$ cat src/rtl/sas_pkg.sv
// Shared types and constants for the shell argument splitter.
// Used by the top level and by its port checker; depends on nothing.
`timescale 1ns / 1ps

package sas_pkg;

   // Result kinds carried on the response channel.
   localparam logic [1:0] KIND_BYTE   = 2'd0;
   localparam logic [1:0] KIND_ARGEND = 2'd1;
   localparam logic [1:0] KIND_OK     = 2'd2;
   localparam logic [1:0] KIND_ERR    = 2'd3;

   // Request commands.
   localparam logic CMD_BYTE = 1'b0;
   localparam logic CMD_EOL  = 1'b1;

   // Bytes with a special meaning to the splitter.
   localparam logic [7:0] CHAR_DQUOTE = 8'h22;
   localparam logic [7:0] CHAR_SQUOTE = 8'h27;
   localparam logic [7:0] CHAR_BSLASH = 8'h5C;
   localparam logic [7:0] CHAR_SPACE  = 8'h20;
   localparam logic [7:0] CHAR_NL     = 8'h0A;
   localparam logic [7:0] CHAR_TAB    = 8'h09;

   // One response as it sits in the result queue.
   typedef struct packed {
      logic [1:0] kind;
      logic [7:0] out_byte;
      logic       last;
   } res_type;

endpackage

$ cat src/rtl/shell_argument_splitter_top.sv
// Shell-style argument splitter: request register, parse state machine and result queue.
// Depends on sas_pkg for result kinds, special bytes and the result entry type.
`timescale 1ns / 1ps

// The splitter takes one request per cycle: a command-line byte or an
// end-of-line mark. It returns argument bytes, argument-end marks and a final
// line-ok or line-error verdict, in the same order a shell would split the
// line. An accepted request lands in a one-entry request register. From there
// a six-state parser produces zero, one or two responses at once and
// writes them into a four-entry result queue. The first response of a request
// is presented on the rsp_ ports once the request has passed through the
// request register and been written into the queue. Requests are taken at one
// per cycle as long as the queue has room for two responses. The response
// port drains one entry per cycle while rsp_stall is low, so a stream of
// requests that each make two responses (an end of line that closes an
// argument, or a backslash kept inside double quotes) fills the queue and
// stalls the request port. The last response of every request carries
// rsp_last. A line that ends inside quotes or after a dangling backslash gives
// a single error response and drops the partial argument. Reset returns the
// parser to the whitespace state and empties the queue.
module shell_argument_splitter_top (
   input  logic       clock,
   input  logic       reset,
   input  logic       req_valid,
   output logic       req_stall,
   input  logic       req_cmd,
   input  logic [7:0] req_in_char,
   output logic       rsp_valid,
   input  logic       rsp_stall,
   output logic [1:0] rsp_kind,
   output logic [7:0] rsp_out_byte,
   output logic       rsp_last
);

   // Parser state codes.
   localparam logic [2:0] ST_SPACES  = 3'd0;
   localparam logic [2:0] ST_ARG     = 3'd1;
   localparam logic [2:0] ST_SQ      = 3'd2;
   localparam logic [2:0] ST_DQ      = 3'd3;
   localparam logic [2:0] ST_ESC_OUT = 3'd4;
   localparam logic [2:0] ST_ESC_DQ  = 3'd5;

   // The result queue must hold two responses per request.
   localparam int QDEPTH = 4;
   localparam int PTR_W  = $clog2(QDEPTH);
   localparam int CNT_W  = $clog2(QDEPTH + 1);

   // Request register.
   logic       in_vld_ff, in_vld_in;
   logic       in_cmd_ff;
   logic [7:0] in_char_ff;

   // Parser state.
   logic [2:0] state_ff, state_in;

   // Result queue.
   sas_pkg::res_type   fifo_ff [QDEPTH];
   logic [PTR_W-1:0]   wr_ptr_ff, wr_ptr_in;
   logic [PTR_W-1:0]   rd_ptr_ff, rd_ptr_in;
   logic [CNT_W-1:0]   count_ff, count_in;

   // Parser outputs for the request held in the request register.
   sas_pkg::res_type res0, res1;
   logic [1:0]       res_n;
   logic [1:0]       push_n;
   logic             is_space;

   logic req_accept;
   logic proc;
   logic pop;

   // The held request is parsed once the queue can take two responses.
   assign proc       = in_vld_ff && (count_ff <= CNT_W'(QDEPTH - 2));
   assign req_stall  = in_vld_ff && !proc;
   assign req_accept = req_valid && !req_stall;

   assign rsp_valid  = (count_ff != '0);
   assign pop        = rsp_valid && !rsp_stall;

   assign rsp_kind     = fifo_ff[rd_ptr_ff].kind;
   assign rsp_out_byte = fifo_ff[rd_ptr_ff].out_byte;
   assign rsp_last     = fifo_ff[rd_ptr_ff].last;

   assign is_space = (in_char_ff == sas_pkg::CHAR_SPACE) ||
                     (in_char_ff == sas_pkg::CHAR_NL) ||
                     (in_char_ff == sas_pkg::CHAR_TAB);

   // Parser: next state and up to two responses for the held request.
   always_comb begin
      state_in = state_ff;
      res_n    = 2'd0;
      res0     = '0;
      res1     = '0;
      if (in_cmd_ff == sas_pkg::CMD_EOL) begin
         // End of line closes an open argument and gives the verdict.
         unique case (state_ff) inside
            ST_ARG: begin
               res_n      = 2'd2;
               res0.kind  = sas_pkg::KIND_ARGEND;
               res1.kind  = sas_pkg::KIND_OK;
            end
            ST_SQ, ST_DQ, ST_ESC_OUT, ST_ESC_DQ: begin
               res_n      = 2'd1;
               res0.kind  = sas_pkg::KIND_ERR;
            end
            default: begin
               res_n      = 2'd1;
               res0.kind  = sas_pkg::KIND_OK;
            end
         endcase
         state_in = ST_SPACES;
      end else begin
         unique case (state_ff) inside
            ST_SQ: begin
               if (in_char_ff == sas_pkg::CHAR_SQUOTE) begin
                  state_in = ST_ARG;
               end else begin
                  res_n         = 2'd1;
                  res0.kind     = sas_pkg::KIND_BYTE;
                  res0.out_byte = in_char_ff;
               end
            end
            ST_DQ: begin
               if (in_char_ff == sas_pkg::CHAR_DQUOTE) begin
                  state_in = ST_ARG;
               end else if (in_char_ff == sas_pkg::CHAR_BSLASH) begin
                  state_in = ST_ESC_DQ;
               end else begin
                  res_n         = 2'd1;
                  res0.kind     = sas_pkg::KIND_BYTE;
                  res0.out_byte = in_char_ff;
               end
            end
            ST_ESC_OUT: begin
               res_n         = 2'd1;
               res0.kind     = sas_pkg::KIND_BYTE;
               res0.out_byte = in_char_ff;
               state_in      = ST_ARG;
            end
            ST_ESC_DQ: begin
               // Inside double quotes the backslash survives unless it
               // escapes a quote or another backslash.
               if ((in_char_ff != sas_pkg::CHAR_DQUOTE) &&
                   (in_char_ff != sas_pkg::CHAR_BSLASH)) begin
                  res_n         = 2'd2;
                  res0.kind     = sas_pkg::KIND_BYTE;
                  res0.out_byte = sas_pkg::CHAR_BSLASH;
                  res1.kind     = sas_pkg::KIND_BYTE;
                  res1.out_byte = in_char_ff;
               end else begin
                  res_n         = 2'd1;
                  res0.kind     = sas_pkg::KIND_BYTE;
                  res0.out_byte = in_char_ff;
               end
               state_in = ST_DQ;
            end
            default: begin
               // Whitespace, bare argument, and the unused codes.
               if (in_char_ff == sas_pkg::CHAR_DQUOTE) begin
                  state_in = ST_DQ;
               end else if (in_char_ff == sas_pkg::CHAR_SQUOTE) begin
                  state_in = ST_SQ;
               end else if (in_char_ff == sas_pkg::CHAR_BSLASH) begin
                  state_in = ST_ESC_OUT;
               end else if (is_space) begin
                  if (state_ff == ST_ARG) begin
                     res_n     = 2'd1;
                     res0.kind = sas_pkg::KIND_ARGEND;
                  end
                  state_in = ST_SPACES;
               end else begin
                  res_n         = 2'd1;
                  res0.kind     = sas_pkg::KIND_BYTE;
                  res0.out_byte = in_char_ff;
                  state_in      = ST_ARG;
               end
            end
         endcase
      end
      // Flag the final response of this request.
      if (res_n == 2'd1) begin
         res0.last = 1'b1;
      end
      if (res_n == 2'd2) begin
         res1.last = 1'b1;
      end
   end

   assign push_n    = proc ? res_n : 2'd0;
   assign in_vld_in = req_accept || (in_vld_ff && !proc);
   assign wr_ptr_in = wr_ptr_ff + PTR_W'(push_n);
   assign rd_ptr_in = rd_ptr_ff + PTR_W'(pop);
   assign count_in  = count_ff + CNT_W'(push_n) - CNT_W'(pop);

   // Control registers.
   always_ff @(posedge clock) begin
      if (reset) begin
         in_vld_ff <= 1'b0;
         state_ff  <= ST_SPACES;
         wr_ptr_ff <= '0;
         rd_ptr_ff <= '0;
         count_ff  <= '0;
      end else begin
         in_vld_ff <= in_vld_in;
         if (proc) begin
            state_ff <= state_in;
         end
         wr_ptr_ff <= wr_ptr_in;
         rd_ptr_ff <= rd_ptr_in;
         count_ff  <= count_in;
      end
   end

   // Request payload.
   always_ff @(posedge clock) begin
      if (req_accept) begin
         in_cmd_ff  <= req_cmd;
         in_char_ff <= req_in_char;
      end
   end

   // Result queue storage: the head entry is never overwritten while it
   // waits, since the queue accepts only when two free slots remain.
   always_ff @(posedge clock) begin
      if (push_n != 2'd0) begin
         fifo_ff[wr_ptr_ff] <= res0;
      end
      if (push_n == 2'd2) begin
         fifo_ff[wr_ptr_ff + PTR_W'(1)] <= res1;
      end
   end

endmodule

$ cat config.mk
export PLATFORM = sky130hd
export DESIGN_NAME = shell_argument_splitter_top
export DESIGN_NICKNAME = d
export VERILOG_FILES = /design/src/rtl/sas_pkg.sv /design/src/rtl/shell_argument_splitter_top.sv
export SDC_FILE = /design/constraint.sdc
export NUM_CORES = 1
export LEC_CHECK = 0
export CORE_UTILIZATION = 29
export DETAILED_ROUTE_END_ITERATION = 8
export DONT_BUFFER_PORTS = 1
export HOLD_SLACK_MARGIN = 0.03
export PLACE_DENSITY = 0.47
export SLEW_MARGIN = 20
export SYNTH_ARGS = -nofsm -noshare
export SYNTH_HDL_FRONTEND = slang
export SYNTH_SLANG_ARGS = --single-unit
$ cat constraint.sdc
create_clock -name clock -period 3.25 [get_ports clock]
set_input_delay 0.325 -clock clock [delete_from_list [all_inputs] [get_ports clock]]
set_output_delay 0.325 -clock clock [all_outputs]
set_load 0.03 [all_outputs]
# [Word-level counts from Yosys, hierarchy flattened]
# Memories as Yosys holds them, arrays and structs flattened. A register that Yosys moved wholly into a read port is not among the register bits.
# Index checks and enable logic that the tools add are counted.
[classes] eq_ne=18 n_reduce_logical=15 n_addsub=5 order_cmp=1 mux=47
[ops] operator="2-to-1 mux 8 bit" n=7
[ops] operator="case mux 10 bit (4 select lines)" n=1
[ops] operator="2-to-1 mux 9 bit" n=3
[ops] operator="equality test 8 x 6 -> 1 bit, second input constant" n=3
[ops] operator="2-to-1 mux 3 bit" n=7
[ops] operator="2-to-1 mux 10 bit" n=2
[ops] operator="2-to-1 mux 2 bit" n=9
[ops] operator="equality test 8 x 4 -> 1 bit, second input constant" n=2
[ops] operator="2-to-1 mux 1 bit" n=15
[ops] operator="case mux 3 bit (4 select lines)" n=1
[ops] operator="equality test 8 x 7 -> 1 bit, second input constant" n=1
[ops] operator="!= test 8 x 6 -> 1 bit, second input constant" n=1
[ops] operator="!= test 8 x 7 -> 1 bit, second input constant" n=1
[ops] operator="case mux 2 bit (4 select lines)" n=1
[ops] operator="equality test 3 x 2 -> 1 bit, second input constant" n=2
[ops] operator="equality test 3 bit, second input constant" n=2
[ops] operator="logical AND 1 bit" n=5
[ops] operator="equality test 2 bit, second input constant" n=2
[ops] operator="!= test 4 x 2 -> 1 bit, second input constant" n=1
[ops] operator="case mux 2 bit (2 select lines)" n=1
[ops] operator="OR reduction 4 bit" n=1
[ops] operator="adder 3 x 2 -> 3 bit" n=1
[ops] operator="equality test 3 x 1 -> 1 bit, second input constant" n=1
[ops] operator="less-or-equal comparator 3 x 2 -> 1 bit, second input constant" n=1
[ops] operator="other kinds (11)" n=15
[word_totals] ramBits=44 memories=1 register_bits=20 inputBits=13
[mem_list] name="fifo_ff" words=4 width=11 read_ports=1 rd_ports_with_merged_regs=1 write_ports=2 line="shell_argument_splitter_top.sv:57" text="sas_pkg::res_type fifo_ff [QDEPTH];"

# [Depth between registers and ports, before layout]
[depth] word_depth=13 ltp_mapped=16

# [Worst setup path after synthesis]
# Ideal clock, no wire load.
[synth_timing] path_type="reg-to-reg" start="reg in_char_ff[3]" end="mem fifo_ff[0][0] (netlist bit), enable pin" arrival_time_ps=2989 slack_ps=-130 path_stages_with_launch=10 cell_sequence="edfxtp_1 > buf_6 > or4b_4 > nor4_4 > or4_4 > nand4_4 > o31ai_4 > buf_6 > nand2_4 > o21ai_0"
[synth_rtl] element="from (decl)" line="shell_argument_splitter_top.sv:51" text="logic [7:0] in_char_ff;"
[synth_rtl] element="from (signal assigned)" line="shell_argument_splitter_top.sv:218" text="in_char_ff <= req_in_char;"
[synth_rtl] element="to (decl)" line="shell_argument_splitter_top.sv:57"

# [Final worst setup path]
[layout_timing] start="reg in_char_ff[5]" end="reg count_ff[2]"
[layout_between] elab_chain_cells=12 word_cells_on_any_way=24
[layout_lines] element="equality test 8 x 6 -> 1 bit or equality test 8 x 4 -> 1 bit (tied branches)" line="shell_argument_splitter_top.sv:84, shell_argument_splitter_top.sv:85"
[layout_lines] element="logical OR 1 bit" line="shell_argument_splitter_top.sv:84" text="assign is_space = (in_char_ff == sas_pkg::CHAR_SPACE) ||"
[layout_lines] element="logical OR 1 bit" line="shell_argument_splitter_top.sv:85" text="(in_char_ff == sas_pkg::CHAR_NL) ||"
[layout_lines] element="2-to-1 mux 1 bit" line="shell_argument_splitter_top.sv:165" text="end else if (is_space) begin"
[layout_lines] element="2-to-1 mux 1 bit" line="shell_argument_splitter_top.sv:163" text="end else if (in_char_ff == sas_pkg::CHAR_BSLASH) begin"
[layout_lines] element="2-to-1 mux 1 bit" line="shell_argument_splitter_top.sv:161" text="end else if (in_char_ff == sas_pkg::CHAR_SQUOTE) begin"
[layout_lines] element="2-to-1 mux 1 bit" line="shell_argument_splitter_top.sv:159" text="if (in_char_ff == sas_pkg::CHAR_DQUOTE) begin"
[layout_lines] element="case mux 2 bit (4 select lines) (*)" line="shell_argument_splitter_top.sv:113" text="unique case (state_ff) inside"
[layout_lines] element="2-to-1 mux 2 bit (*)" line="shell_argument_splitter_top.sv:94" text="if (in_cmd_ff == sas_pkg::CMD_EOL) begin"
[layout_lines] element="2-to-1 mux 2 bit (*)" line="shell_argument_splitter_top.sv:189" text="assign push_n = proc ? res_n : 2'd0;"
[layout_lines] element="adder 3 x 2 -> 3 bit (*)" line="shell_argument_splitter_top.sv:193" text="assign count_in = count_ff + CNT_W'(push_n) - CNT_W'(pop);"
[layout_lines] element="subtractor 3 x 1 -> 3 bit (*)" line="shell_argument_splitter_top.sv:193"
[layout_lines] element="to (signal assigned)" line="shell_argument_splitter_top.sv:210" text="count_ff <= count_in;"
[layout_lines] element="to (decl)" line="shell_argument_splitter_top.sv:60" text="logic [CNT_W-1:0] count_ff, count_in;"
# Mark *: on every way between the ends. The rest lies on a longest branch, timed or not.
# A chain may end at the register's enable or synchronous reset.

==> impl_metrics.csv <==
group,metric,value,unit
status,outcome,"completed",
sta,slew_headroom,44.84,%
critical_path,worst-path-buf-inv,4,
placed_design,hpwlAfterDp,6460,um
critical_path,crit_family,"simple AND/OR/NAND/NOR gates",
clock_network,hold_buffers,0,
sta,fin_skew,4.157,ps
critical_path,cp.arrival,3400,ps
power,vdd_drop_max,0.2605,mV
die,dieWidth,112.5,um
critical_path,crit_type,"reg2reg",
cells_and_area,area_growth,24.96,%
detailed_routing,detail-route-antenna-nets,0,
critical_path,setup.worst_path.end_class,"register",
sta,finalHoldViolCount,0,
clock_network,cts_buffer_depth,2,
critical_path,cp-start-kind,"register",
synth,avgSynthCellArea,11.10,um2
critical_path,crit_path_end,"count_ff[2]",
die,rows,39,
clock_network,root_buffer,"clkbuf_16",
sta,worst_slew_pin_slew,826.3,ps
placed_design,dp_slack,-34.62,ps
global_route,overflow,0,
power,power_leakage,0.001523,uW
synth,ys.flop_type,"edfxtp_1",
critical_path,critPathLaunch,"in_char_ff[5]",
clock_network,clock_latency,320,ps
power,power_per_cell_area,632.0,nW/um2
placed_design,port_buffers,0,
clock_network,clock_sinks,64,
critical_path,crit_path_max_incr_delay,450,ps
cells_and_area,final_layout_size_suffix_gt1_share,29.59,%
clock_network,htreeDepth,3,
clock_network,clkTransAtPathRegs,50,ps
die,start_util,30.35,%
synth,synth_area,3540,um2
global_route,grtUsageTotal,15.10,%
synth,ys_seq_area_share,50.05,%
power,power,2795,uW
detailed_routing,drc,0,
cells_and_area,diodes,0,
clock_network,cts_made_buffers,9,
synth,ys_ff_latch,64,
cells_and_area,final_common_cell,"buf_4",
critical_path,r2r_cells,15,
critical_path,crit_required,3470,ps
cells_and_area,layout_common_cells,"buf_4 (50), edfxtp_1 (49), nand2_1 (32)",
flow_run,max-cap-violations,0,
cells_and_area,nNetsFinal,379,
critical_path,r2r_start,"in_char_ff[5]",
critical_path,cp_max_fo,6,
critical_path,cp_common_cell,"inv_2",
critical_path,crit_cells,15,
global_route,grt_pass1_wl,14700,um
detailed_routing,drtIter0Drc,165,
hold_path,hold_path_class,"in2reg",
sta,rsz0062_at_grt,"true",
sta,setup_violations,0,
detailed_routing,first_pass_iters,4,
critical_path,r2r_end,"count_ff[2]",
sta,finalWorstSetupSlack,68.62,ps
die,ios,26,
detailed_routing,vias,2733,
sta,min_period,3181,ps
die,coreArea,11660,um2
critical_path,cp_slowest_cell,"edfxtp_1",
detailed_routing,wl_per_cell,17.47,um
detailed_routing,drt-total-wl,8876,um
clock_network,cts_tree,"done",
die,die_h,112.5,um
sta,max_freq,314.3,MHz
critical_path,ff2ff_setup_slack,70,ps
synth,synthCells,319,
synth,synth.distinct_cells,66,
detailed_routing,post_drt_via_cell_ratio,5.380,
sta,slew_violations,0,
die,die_area,12650,um2
critical_path,crit_chain,"buf_4 > nor4bb_2 > and4_4 > or4_4 > nand4_4 > nor3_4 > inv_2 > ha_4 > inv_2 > ha_4 > inv_2 > fa_2 > xnor2_2 > xnor2_1 > nor2_1",
global_route,grt_pass1_vias,2733,
sta,post-route-period-util,97.89,%
synth,async_flop_share,0,%
synth,synth_edf_count,49,
global_route,grt_max_degree,24,
placed_design,gp_congestion,0.9468,
synth,syn_nets,338,
synth,yosysWarnings,0,
global_route,antenna_found_initial,0,
[how the worst min path moves through the flow]
stage               startpoint           to  slack, ps  cells past startpoint
floorplan                reset  count_ff[0]        400                      1
global placement         reset  count_ff[1]        400                      1
detailed placement       reset  count_ff[1]        400                      1
CTS                      reset  state_ff[2]         50                      1
global route             reset  count_ff[1]         50                      1
finish                   reset  state_ff[2]         60                      1
[worst reg2reg max path, delay by kind of cell (launching register included)]
family	cells	cell delay, ps
AND/OR/NAND/NOR	6	1290
XOR/XNOR	2	300
flip-flops	1	450
adder cells (fa/ha/maj)	3	700
buffers and inverters	4	330
[where the power goes]
group	total (uW)	internal, uW	switching (uW)
clock	1030	690	343
combinational	708	305	403
sequential	1050	957	96.3
[layer usage]
layer	global-route usage (%)	wire length, um	up-vias	part of all wire [%]
met2	23.89	4154	85	47
met5	0	0	-	0
met4	6.044	216	0	2.4
li1	-	-	1295	-
met3	3.294	490	20	5.5
met1	20.13	4015	1333	45
[synth_stat cells, types with 9 or more instances]
| master | count | area, um2 |
|---|---|---|
| edfxtp_1 | 49 | 1471 |
| nand2_1 | 32 | 120.1 |
| nor2_1 | 30 | 112.6 |
| dfxtp_1 | 15 | 300.3 |
| a21oi_1 | 14 | 70.07 |
| inv_1 | 13 | 48.80 |
| clkbuf_1 | 12 | 45.04 |
| mux4_2 | 11 | 247.7 |
| o21ai_0 | 11 | 55.05 |
| nor2b_1 | 10 | 62.56 |
| o22ai_1 | 9 | 56.30 |
[through the flow]
step	utilization [%]	setup TNS (ps)	area [um2]	hold slack, ps	instances
5_1_grt	37.93	-118.4	4423	51.45	508
4_1_cts	36.68	0	4278	52.30	498
2_1_floorplan	-	-16.95	3553	396.6	319
3_5_place_dp	33.54	-34.62	3911	398.0	478
6_report	37.93	0	4423	61.72	508
3_3_place_gp	33.54	0	3911	396.6	478
[kinds of logic (layout without fill, tap and decap cells)]
kind of cell,Yosys count,count (layout),synth area share (%)
xor+xnor,7,7,1.732
buf+inv,35,81,4.277
flops,64,64,50.05
compound gates,70,70,14.18
mux,12,12,7.282
fa+ha+maj,6,6,2.333
simple gates,125,125,20.15
[timing repair]
action,CTS,global route
resized for setup,3,15
setup buffers,4,10
setup endpoints to repair,1,1
pin swaps,1,11
[cell type report]
| cell class | instances | area [um2] |
|---|---|---|
| well taps | 143 | 178.9 |
| flip-flops and latches | 64 | 1772 |
| repair buffers | 51 | 386.6 |
| clock buffers | 11 | 242.7 |
| inverters | 14 | 52.55 |
| multi-input cells | 220 | 1710 |
| clock inverters | 5 | 80.08 |
| fillers | 1090 | 7239 |
[registers in the layout (all words and copies together), names as in the netlist]
register    cells
count_ff        3
fifo_ff        44
in_char_ff      8
in_cmd_ff       1
in_vld_ff       1
rd_ptr_ff       2
state_ff        3
wr_ptr_ff       2
Power figures use the tool's default switching activity.
